===== src/hw/rtl/isrs_pkg.sv =====
`default_nettype none

package isrs_pkg;

    // Size field width and derived datapath widths
    localparam int SIZE_BITS       = 12;
    localparam int MAX_SHIFT       = 5;                 // pre-scale ratio up to 32
    localparam int LIMIT_SHIFT     = 6;                 // source >= 64 * target is out of range
    localparam int DIV_W           = SIZE_BITS + MAX_SHIFT;
    localparam int REM_W           = SIZE_BITS + LIMIT_SHIFT;
    localparam int SHIFT_W         = 3;
    localparam int RATIO_W         = 6;
    localparam int FRAC_BITS       = 8;
    localparam int QUOT_W          = FRAC_BITS + 1;
    localparam int SUM_W           = 4;
    localparam int SHIFT_SUM_BASE  = 10;
    localparam int STEPS_PER_STAGE = 3;                 // QUOT_W / 3 division stages
    localparam int STATUS_W        = 2;

    typedef enum logic [STATUS_W-1:0] {
        STATUS_OK    = 2'd0,
        STATUS_ZERO  = 2'd1,
        STATUS_RANGE = 2'd2
    } status_t;

    // Per-axis result of the pre-scale ratio search
    typedef struct packed {
        logic [SHIFT_W-1:0] shift;
        logic               too_big;
        logic               upscale;
    } pick_t;

    // Per-axis state carried through the divider stages
    typedef struct packed {
        logic [DIV_W-1:0]     div;
        logic [REM_W-1:0]     rem;
        logic [QUOT_W-1:0]    quot;
        logic [SHIFT_W-1:0]   shift;
        logic [SIZE_BITS-1:0] pre_out;
        logic                 upscale;
    } axis_t;

    typedef struct packed {
        status_t           status;
        axis_t             h;
        axis_t             v;
        logic [SUM_W-1:0]  shift_sum;
    } stage_t;

    // Restoring division: STEPS_PER_STAGE quotient bits, MSB first.
    // Invariant: rem < 2 * div on entry to each step.
    function automatic axis_t div_advance(axis_t a);
        axis_t r;
        logic  q;
        r = a;
        for (int i = 0; i < STEPS_PER_STAGE; i++) begin
            q = (r.rem >= REM_W'(r.div));
            r.quot = {r.quot[QUOT_W-2:0], q};
            r.rem  = q ? ((r.rem - REM_W'(r.div)) << 1) : (r.rem << 1);
        end
        return r;
    endfunction

endpackage

`default_nettype wire


===== src/hw/rtl/image_scaler_ratio_setup.sv =====
// Throughput: one item per cycle unless the output is stalled with every stage
//   full; a four-stage pipeline (ratio search, then three stages of a restoring
//   divider at 3 quotient bits each).
// Each stage holds its item until the next stage frees, so bubbles fill in
//   while the output is stalled.
// Reset (rst_n low, asynchronous) empties the pipeline; the payload registers are not reset.
`default_nettype none

module image_scaler_ratio_setup
    import isrs_pkg::*;
(
    input  wire logic        clk,
    input  wire logic        rst_n,

    input  wire logic        s_tvalid,
    output logic             s_tready,
    // [11:0] source_width, [23:12] source_height,
    // [35:24] target_width, [47:36] target_height
    input  wire logic [47:0] s_tdata,

    output logic             m_tvalid,
    input  wire logic        m_tready,
    // [1:0] status, [7:2] pre_h_ratio, [13:8] pre_v_ratio, [16:14] h_shift,
    // [19:17] v_shift, [31:20] pre_out_width, [43:32] pre_out_height,
    // [52:44] main_h_ratio, [61:53] main_v_ratio, [62] upscale_h,
    // [63] upscale_v, [67:64] shift_sum, [71:68] zero
    output logic [71:0]      m_tdata
);

    localparam int FIELD_BITS = STATUS_W + 2 * RATIO_W + 2 * SHIFT_W + 2 * SIZE_BITS
                              + 2 * QUOT_W + 2 + SUM_W;
    localparam int PAD_BITS   = 72 - FIELD_BITS;

    // ---------------------------------------------------------------------
    // Input unpack
    // ---------------------------------------------------------------------
    logic [SIZE_BITS-1:0] source_width;
    logic [SIZE_BITS-1:0] source_height;
    logic [SIZE_BITS-1:0] target_width;
    logic [SIZE_BITS-1:0] target_height;

    assign source_width  = s_tdata[SIZE_BITS-1:0];
    assign source_height = s_tdata[2*SIZE_BITS-1:SIZE_BITS];
    assign target_width  = s_tdata[3*SIZE_BITS-1:2*SIZE_BITS];
    assign target_height = s_tdata[4*SIZE_BITS-1:3*SIZE_BITS];

    // ---------------------------------------------------------------------
    // Stage flow control: each stage loads when empty or when it drains
    // ---------------------------------------------------------------------
    logic v1_reg, v2_reg, v3_reg, v4_reg;
    logic rdy1, rdy2, rdy3, rdy4;

    assign rdy4     = !v4_reg || m_tready;
    assign rdy3     = !v3_reg || rdy4;
    assign rdy2     = !v2_reg || rdy3;
    assign rdy1     = !v1_reg || rdy2;
    assign s_tready = rdy1;

    always_ff @(posedge clk or negedge rst_n)
    begin
        if (!rst_n)
        begin
            v1_reg <= 1'b0;
            v2_reg <= 1'b0;
            v3_reg <= 1'b0;
            v4_reg <= 1'b0;
        end
        else
        begin
            if (rdy1) v1_reg <= s_tvalid;
            if (rdy2) v2_reg <= v1_reg;
            if (rdy3) v3_reg <= v2_reg;
            if (rdy4) v4_reg <= v3_reg;
        end
    end

    // ---------------------------------------------------------------------
    // Stage 1: pre-scale ratio search, error checks, divider setup
    // ---------------------------------------------------------------------
    pick_t  pick_h, pick_v;
    stage_t st1_next, st1_reg;

    isrs_shift_pick u_pick_h
    (
        .src  (source_width),
        .tar  (target_width),
        .pick (pick_h)
    );

    isrs_shift_pick u_pick_v
    (
        .src  (source_height),
        .tar  (target_height),
        .pick (pick_v)
    );

    always_comb
    begin
        logic               any_zero;
        logic [SHIFT_W-1:0] hs;
        logic [SHIFT_W-1:0] vs;

        any_zero = (target_width == '0) || (target_height == '0)
                || (source_width == '0) || (source_height == '0);

        priority if (any_zero)
        begin
            st1_next.status = STATUS_ZERO;
        end
        else if (pick_h.too_big || pick_v.too_big)
        begin
            st1_next.status = STATUS_RANGE;
        end
        else
        begin
            st1_next.status = STATUS_OK;
        end

        // error results are zeroed at the output; keep shifts benign meanwhile
        hs = (st1_next.status == STATUS_OK) ? pick_h.shift : '0;
        vs = (st1_next.status == STATUS_OK) ? pick_v.shift : '0;

        st1_next.h.div     = DIV_W'(target_width) << hs;
        st1_next.h.rem     = REM_W'(source_width);
        st1_next.h.quot    = '0;
        st1_next.h.shift   = hs;
        st1_next.h.pre_out = source_width >> hs;
        st1_next.h.upscale = pick_h.upscale;

        st1_next.v.div     = DIV_W'(target_height) << vs;
        st1_next.v.rem     = REM_W'(source_height);
        st1_next.v.quot    = '0;
        st1_next.v.shift   = vs;
        st1_next.v.pre_out = source_height >> vs;
        st1_next.v.upscale = pick_v.upscale;

        st1_next.shift_sum = SUM_W'(SHIFT_SUM_BASE) - SUM_W'(hs) - SUM_W'(vs);
    end

    // ---------------------------------------------------------------------
    // Stages 2 and 3: quotient bits 8..6 and 5..3
    // ---------------------------------------------------------------------
    stage_t st2_next, st2_reg;
    stage_t st3_next, st3_reg;

    always_comb
    begin
        st2_next   = st1_reg;
        st2_next.h = div_advance(st1_reg.h);
        st2_next.v = div_advance(st1_reg.v);

        st3_next   = st2_reg;
        st3_next.h = div_advance(st2_reg.h);
        st3_next.v = div_advance(st2_reg.v);
    end

    // ---------------------------------------------------------------------
    // Stage 4: quotient bits 2..0 and result formatting (output register)
    // ---------------------------------------------------------------------
    logic [71:0] m_tdata_next, m_tdata_reg;

    always_comb
    begin
        axis_t fh;
        axis_t fv;
        logic  ok;

        fh = div_advance(st3_reg.h);
        fv = div_advance(st3_reg.v);
        ok = (st3_reg.status == STATUS_OK);

        if (ok)
        begin
            m_tdata_next = {
                PAD_BITS'(0),
                st3_reg.shift_sum,
                fv.upscale,
                fh.upscale,
                fv.quot,
                fh.quot,
                fv.pre_out,
                fh.pre_out,
                fv.shift,
                fh.shift,
                RATIO_W'(1) << fv.shift,
                RATIO_W'(1) << fh.shift,
                st3_reg.status
            };
        end
        else
        begin
            m_tdata_next = {(72 - STATUS_W)'(0), st3_reg.status};
        end
    end

    // payload registers, no reset needed
    always_ff @(posedge clk)
    begin
        if (rdy1) st1_reg     <= st1_next;
        if (rdy2) st2_reg     <= st2_next;
        if (rdy3) st3_reg     <= st3_next;
        if (rdy4) m_tdata_reg <= m_tdata_next;
    end

    assign m_tvalid = v4_reg;
    assign m_tdata  = m_tdata_reg;

    // ---------------------------------------------------------------------
    // Assertions
    // ---------------------------------------------------------------------
    // input side only stalls when every stage is full and the output is held
    a_stall_only_when_full: assert property (@(posedge clk) disable iff (!rst_n)
        !s_tready |-> (v1_reg && v2_reg && v3_reg && m_tvalid && !m_tready))
        else $error("input stalled with a free pipeline slot");

    // error results carry nothing but the status
    a_error_zeroed: assert property (@(posedge clk) disable iff (!rst_n)
        (m_tvalid && m_tdata[1:0] != STATUS_OK) |-> (m_tdata[71:2] == '0))
        else $error("error result has nonzero fields");

    // pre-scale ratio matches its shift on both axes
    a_ratio_matches_shift: assert property (@(posedge clk) disable iff (!rst_n)
        (m_tvalid && m_tdata[1:0] == STATUS_OK) |->
            (m_tdata[7:2] == (RATIO_W'(1) << m_tdata[16:14]))
            && (m_tdata[13:8] == (RATIO_W'(1) << m_tdata[19:17])))
        else $error("pre-scale ratio and shift disagree");

    // shift sum consistent with the reported shifts
    a_shift_sum: assert property (@(posedge clk) disable iff (!rst_n)
        (m_tvalid && m_tdata[1:0] == STATUS_OK) |->
            (m_tdata[67:64] == SUM_W'(SHIFT_SUM_BASE) - SUM_W'(m_tdata[16:14])
                                - SUM_W'(m_tdata[19:17])))
        else $error("shift sum mismatch");

endmodule

`default_nettype wire


===== src/hw/rtl/isrs_shift_pick.sv =====
`default_nettype none

module isrs_shift_pick
    import isrs_pkg::*;
(
    input  wire logic [SIZE_BITS-1:0] src,
    input  wire logic [SIZE_BITS-1:0] tar,
    output pick_t                     pick
);

    logic [REM_W-1:0] src_ext;

    assign src_ext = REM_W'(src);

    // Largest s in 1..MAX_SHIFT with src >= tar << s, else 0; compares are independent
    always_comb
    begin
        pick.shift   = '0;
        pick.too_big = (src_ext >= (REM_W'(tar) << LIMIT_SHIFT));
        pick.upscale = (tar >= src);
        for (int s = 1; s <= MAX_SHIFT; s++) begin
            if (src_ext >= (REM_W'(tar) << s))
            begin
                pick.shift = SHIFT_W'(s);
            end
        end
    end

endmodule

`default_nettype wire


===== config.mk =====
export PLATFORM = sky130hd
export DESIGN_NAME = image_scaler_ratio_setup
export DESIGN_NICKNAME = d
export VERILOG_FILES = /design/src/hw/rtl/isrs_pkg.sv /design/src/hw/rtl/image_scaler_ratio_setup.sv /design/src/hw/rtl/isrs_shift_pick.sv
export SDC_FILE = /design/constraint.sdc
export NUM_CORES = 1
export LEC_CHECK = 0
export BUFFER_PORTS_ARGS = -buffer_cell sky130_fd_sc_hd__buf_4
export CAP_MARGIN = 20
export CORE_AREA = 8 8 243 245
export DETAILED_ROUTE_END_ITERATION = 8
export DIE_AREA = 0 0 251 253
export PLACE_DENSITY = 0.73
export SETUP_SLACK_MARGIN = 0.1
export SLEW_MARGIN = 15
export SYNTH_ARGS = -nofsm -noshare
export SYNTH_HDL_FRONTEND = slang
export SYNTH_SLANG_ARGS = --single-unit

===== constraint.sdc =====
create_clock -name clk -period 9.3 [get_ports clk]
set_input_delay 1.395 -clock clk [delete_from_list [all_inputs] [get_ports clk]]
set_output_delay 1.395 -clock clk [all_outputs]
set_load 0.01 [all_outputs]

* After elaboration in Yosys (flattened, before gate mapping) *
Index checks and enable logic that the tools add are counted.

word-level totals
  register bits = 406
  input bits = 52
  output and inout bits = 74
  bits in writable memories = 0
  memory bits (read-only) = 0
  word-level logic and storage cells = 150
  latch bits = 0
  memories = 0

cells by class
  bitwise operators = 0
  divide/modulo/power cells = 0
  shifts and indexed selects = 6
  mux-type cells = 30
  $lt $le $gt $ge = 32
  eq/ne operators = 0
  $add $sub $neg = 18
  multipliers = 0
  reduce and logical (&&, ||, !) cells = 18

operators by type and width
  cell                 count
  $ge 18x17->1         16
  $mux 18              16
  $sub 17x17->17       14
  $ge 12x17->1         4
  $logic_not 12->1     4
  $ge 12x18->1         2
  $shl 12x3->17        2
  $sub 12x17->17       2
  $ge 12x16->1         2
  $ge 12x15->1         2
  $mux 3               10
  $ge 12x14->1         2
  $ge 12x13->1         2
  $ge 12x12->1         2
  $shr 12x3->12        2
  $shl 1x3->6 const A  2
  $logic_or 1x1->1     8
  $logic_not 1->1      4
  $logic_not 2->1      2
  $mux 2               2
  $sub 4x3->4          1
  $sub 4x3->4 const A  1
  $mux 1               2

* Logic depth before layout (Yosys ltp) *
  word-level depth = 9
  gate-level depth with buffers = 36
  gate-level depth less buffers = 34

* By module *
Synthesis repeated with hierarchy kept, for this count alone.

second synthesis, totals
  cell total of the unflattened synthesis = 3,320
  area total of the unflattened synthesis = 33,047.9 µm²

modules (own cells, without submodules)
  module                    area an instance (µm²)  cells each  seq. area each (µm²)  times used
  image_scaler_ratio_setup  29,917.4                2,938       11,931.4              1
  isrs_shift_pick           1,565.3                 191         0.0                   2

* Worst setup path before layout *
OpenSTA, ideal clock, no wires.

  path type = register to register
  start point = reg st1_reg[108] in the netlist's numbering
  end point = reg st2_reg[100] in the netlist's numbering, data pin
  data arrival time = 7.464 ns
  cell stages (with the launch flop) = 32
  required time = 9.040 ns
  period minus slack after synthesis = 7.724 ns
  setup slack = 1.576 ns
  setup time = 0.260 ns
  cells stage by stage = edfxtp_1 -> inv_1 -> ha_1 -> nor2b_1 -> o21ai_0 -> a21oi_1 -> o21ai_1 -> a21oi_1 -> clkbuf_1 -> mux2_2 -> ha_1 -> a21oi_1 -> o21bai_1 -> a2111oi_2 -> nor2_1 -> o21ai_0 -> nand2b_1 -> a211o_1 -> buf_1 -> mux2_2 -> ha_1 -> a21o_1 -> a21o_1 -> a21o_1 -> a31o_2 -> a221oi_1 -> nand2b_1 -> a31oi_1 -> o21ba_2 -> a21boi_2 -> buf_4 -> mux2_2

RTL lines
  item                    RTL line                         RTL
  from (decl)             image_scaler_ratio_setup.sv:81   stage_t st1_next, st1_reg;
  from (signal assigned)  image_scaler_ratio_setup.sv:199  if (rdy1) st1_reg <= st1_next;
  to (signal assigned)    image_scaler_ratio_setup.sv:200  if (rdy2) st2_reg <= st2_next;
  to (decl)               image_scaler_ratio_setup.sv:143  stage_t st2_next, st2_reg;

==> impl_metrics.csv <==
group,metric,value,unit
drt,wl_per_cell,20.1,um
drt,totalWireLength,82.8,mm
pwr,p_sw_share,43.6,%
logic_synthesis,yosysWarnings,0,
finish,diodes,0,
drt,viasPerCell,6.17,
timing,slew_headroom,34.0,%
pwr,powerDensity,396,nW/um^2
drt,drt_iter0_markers,1826,
place,gp_congestion,0.938,
timing,setup_violations,0,
global_routing,grt_antenna_before_repair,0,
timing,slew_violations,0,
drt,firstDrtPassIters,6,
hold_path,hold_path_depth,0,
critical_path,crit_family,"compound AO/OA/AOI/OAI gates",
floorplan,start_util,58.1,%
floorplan,placeableCoreArea,55500,sq um
global_routing,overflow,0,
drt,wl_met3,4.71,mm
clocking,cts_buffers,45,
timing,hold_viol_final,0,
timing,fmax,116,MHz
place,place_area,34000,sq um
pwr,power.leakage,15.5,nW
finish,finalNonFillerCells,4120,
critical_path,critPathBufInv,3,
finish,largest_register_ffs,118,
logic_synthesis,synth.area.top_cells,"edfxtp_1, ha_1, mux2_2, xnor2_1, a21oi_1",
floorplan,die_area,63500,sq um
global_routing,grt_max_degree,71,
clocking,cts_root_buf,"clkbuf_16",
clocking,cts_tree,"built",
logic_synthesis,synth_edf_count,394,
critical_path,r2r_cells,29,
critical_path,slowest_stage,"or3b_1",
logic_synthesis,yosysMostFrequentCell,"ha_1",
critical_path,crit_start,"st2_reg[107]",
drt,dr_wl_met2,37.6,mm
critical_path,start_kind,"flip-flop",
floorplan,rows,87,
timing,rsz0062_at_grt,"false",
global_routing,grt_pass1_vias,25400,
global_routing,grtUsageTotal,25.4,%
logic_synthesis,synth_top_area_share,36.7,%
finish,finish.instance_area,35500,sq um
logic_synthesis,netlist_area,32200,sq um
place,hpwl,64.4,mm
critical_path,cpMostUsedCell,"a21oi_1",
pwr,ir_worst_vdd,239,uV
logic_synthesis,yosys_most_used_dff,"edfxtp_1",
pwr,intPower,0.00793,W
global_routing,grt_pass1_wl,132,mm
pwr,power_frac_comb,66.9,%
logic_synthesis,synth_common_cells,"ha_1, edfxtp_1, a21oi_1, nor2_1, inv_1",
hold_path,hold_end,"st3_reg[70]",
pwr,clkPwrFrac,12.5,%
finish,final_layout_size_suffix_gt1_share,12.6,%
hold_path,hp-start,"st2_reg[70]",
place,port_buffers,121,
drt,wl_met1,37.5,mm
clocking,cts_hold_buf,0,
timing,finalSetupTns,0,ns
pwr,power.switching,0.00612,W
timing,skew,0.0220,ns
critical_path,cp_max_fo,19,
critical_path,crit_type,"flip-flop to flip-flop",
logic_synthesis,synth_cells,3227,
clocking,cts_max_level,2,
critical_path,cp-end-kind,"flip-flop",
logic_synthesis,syn_avg_cell_area,9.99,sq um
pwr,sequentialPowerShare,20.6,%
logic_synthesis,synth_seq_cells,398,
place,placed_cells,4038,
critical_path,reg2reg_slack,0.69,ns
finish,n_fill_cell,4427,
drt,drc,0,
finish,syn_to_final_growth,10.2,%
drt,ant_nets,0,
logic_synthesis,synth.distinct_cells,103,
critical_path,max_stage_delay,0.58,ns
drt,vias,25400,
critical_path,r2r_start,"st2_reg[107]",
critical_path,cp.required,9.61,ns
clocking,clock-sinks,398,
timing,tightest_slew,0.987,ns
logic_synthesis,yosys.area.top_type,"edfxtp_1",
drt,highest_layer,"met4",
finish,final_nets,3849,
logic_synthesis,yosysSeqAreaShare,37.0,%
floorplan,boundaryPins,126,
status,outcome,"finished clean",
floorplan,die_w,251,um
floorplan,dieHeight,253,um
hold_path,worstHoldPathType,"flip-flop to flip-flop",
clocking,post-cts-setup-buffers,0,
critical_path,r2r_end,"st3_reg[97]",
clocking,clk_latency,0.58,ns
timing,fin_crit_sh,92.6,%
run,cap_violations,0,
timing,min_period,8.61,ns
logic_synthesis,synthArstFlopShare,1.01,%
clocking,clock_path_buffers,3,
critical_path,arrival,8.92,ns
clocking,clkTransAtPathRegs,0.06,ns
==> layout by cell type (no fill, tap or decap), drive strengths merged, types with 42 or more instances in the layout <==
master	synthesis	layout
xor2	59	59
edfxtp	394	394
a21oi	250	250
a21o	93	93
mux2	142	142
clkbuf	29	55
buf	35	151
nor3	54	54
nor2	239	239
xnor2	144	144
o21ai	168	168
nand4	42	42
ha	414	414
nand2b	52	52
nand2	196	196
o21a	48	48
inv	236	237
and2	65	65
mux2i	45	45
==> per-layer routing <==
metal / up-vias / GRT usage (%)
li1: 12300 / -
met1: 12100 / 34.1
met2: 818 / 41.7
met3: 177 / 2.96
met4: 0 / 9.93
met5: - / 0
==> worst reg2reg max path: cells and delay by family, from the launching register on <==
| family | cells | cell delay (ns) |
|---|---|---|
| multiplexers | 3 | 1.00 |
| AO/OA/AOI/OAI | 14 | 3.44 |
| AND/OR/NAND/NOR | 6 | 1.53 |
| adder cells (fa/ha/maj) | 3 | 1.14 |
| flip-flops | 1 | 0.54 |
| buffers and inverters | 3 | 0.72 |
==> cell type report <==
class,count,area (sq um),area share [%]
clock buffer,55,1210,3.40
tap,712,891,2.51
inverter,238,895,2.52
sequential,398,11900,33.6
timing repair buffer,151,1150,3.24
multi-input combinational,2540,19200,54.0
clock inverter,26,254,0.715
==> power groups by stage <==
stage,logic [W],registers [W],clock network [W]
3_3_place_gp,0.00898,0.00291,0
3_5_place_dp,0.00925,0.00292,0
2_1_floorplan,0.00733,0.00284,0
6_report,0.00941,0.00289,0.00175
5_1_grt,0.0105,0.00293,0.00184
4_1_cts,0.00933,0.00289,0.00178
==> logic make-up (layout without fill, tap and decap cells) <==
| family | Yosys count | after routing | synth area share, % |
|---|---|---|---|
| other cells | 1 | 14 | 0.0116 |
| simple gates | 866 | 866 | 13.5 |
| buf+inv | 302 | 470 | 3.78 |
| flops | 398 | 398 | 37.0 |
| compound gates | 847 | 847 | 17.1 |
| fa+ha+maj | 423 | 423 | 16.6 |
| xor+xnor | 203 | 203 | 5.51 |
| mux | 187 | 187 | 6.41 |
==> worst max-delay path by stage <==
stage / to / cells past startpoint
detailed placement: st3_reg[39] / 26
CTS: st3_reg[37] / 26
finish: st3_reg[97] / 29
global route: st3_reg[106] / 29
global placement: st3_reg[33] / 26
floorplan: st2_reg[100] / 31
==> through the flow <==
| step | power (W) | util (%) | hold WS (ns) | worst slack (ns) |
|---|---|---|---|---|
| global placement | 0.0119 | 61.3 | 0.401 | 0.750 |
| global route | 0.0152 | 64.0 | 0.421 | 0.151 |
| finish | 0.0141 | 64.0 | 0.413 | 0.689 |
| floorplan | 0.0102 | - | 0.400 | 1.58 |
| CTS | 0.0140 | 64.0 | 0.415 | 0.531 |
| detailed placement | 0.0122 | 61.3 | 0.405 | 0.589 |
==> repair_timing <==
item | in CTS | in global routing
endpoints found under the hold margin | 0 | 0
endpoints found under the setup margin | 0 | 13
resized for setup | 0 | 1
(Power assumes the default switching activity.)
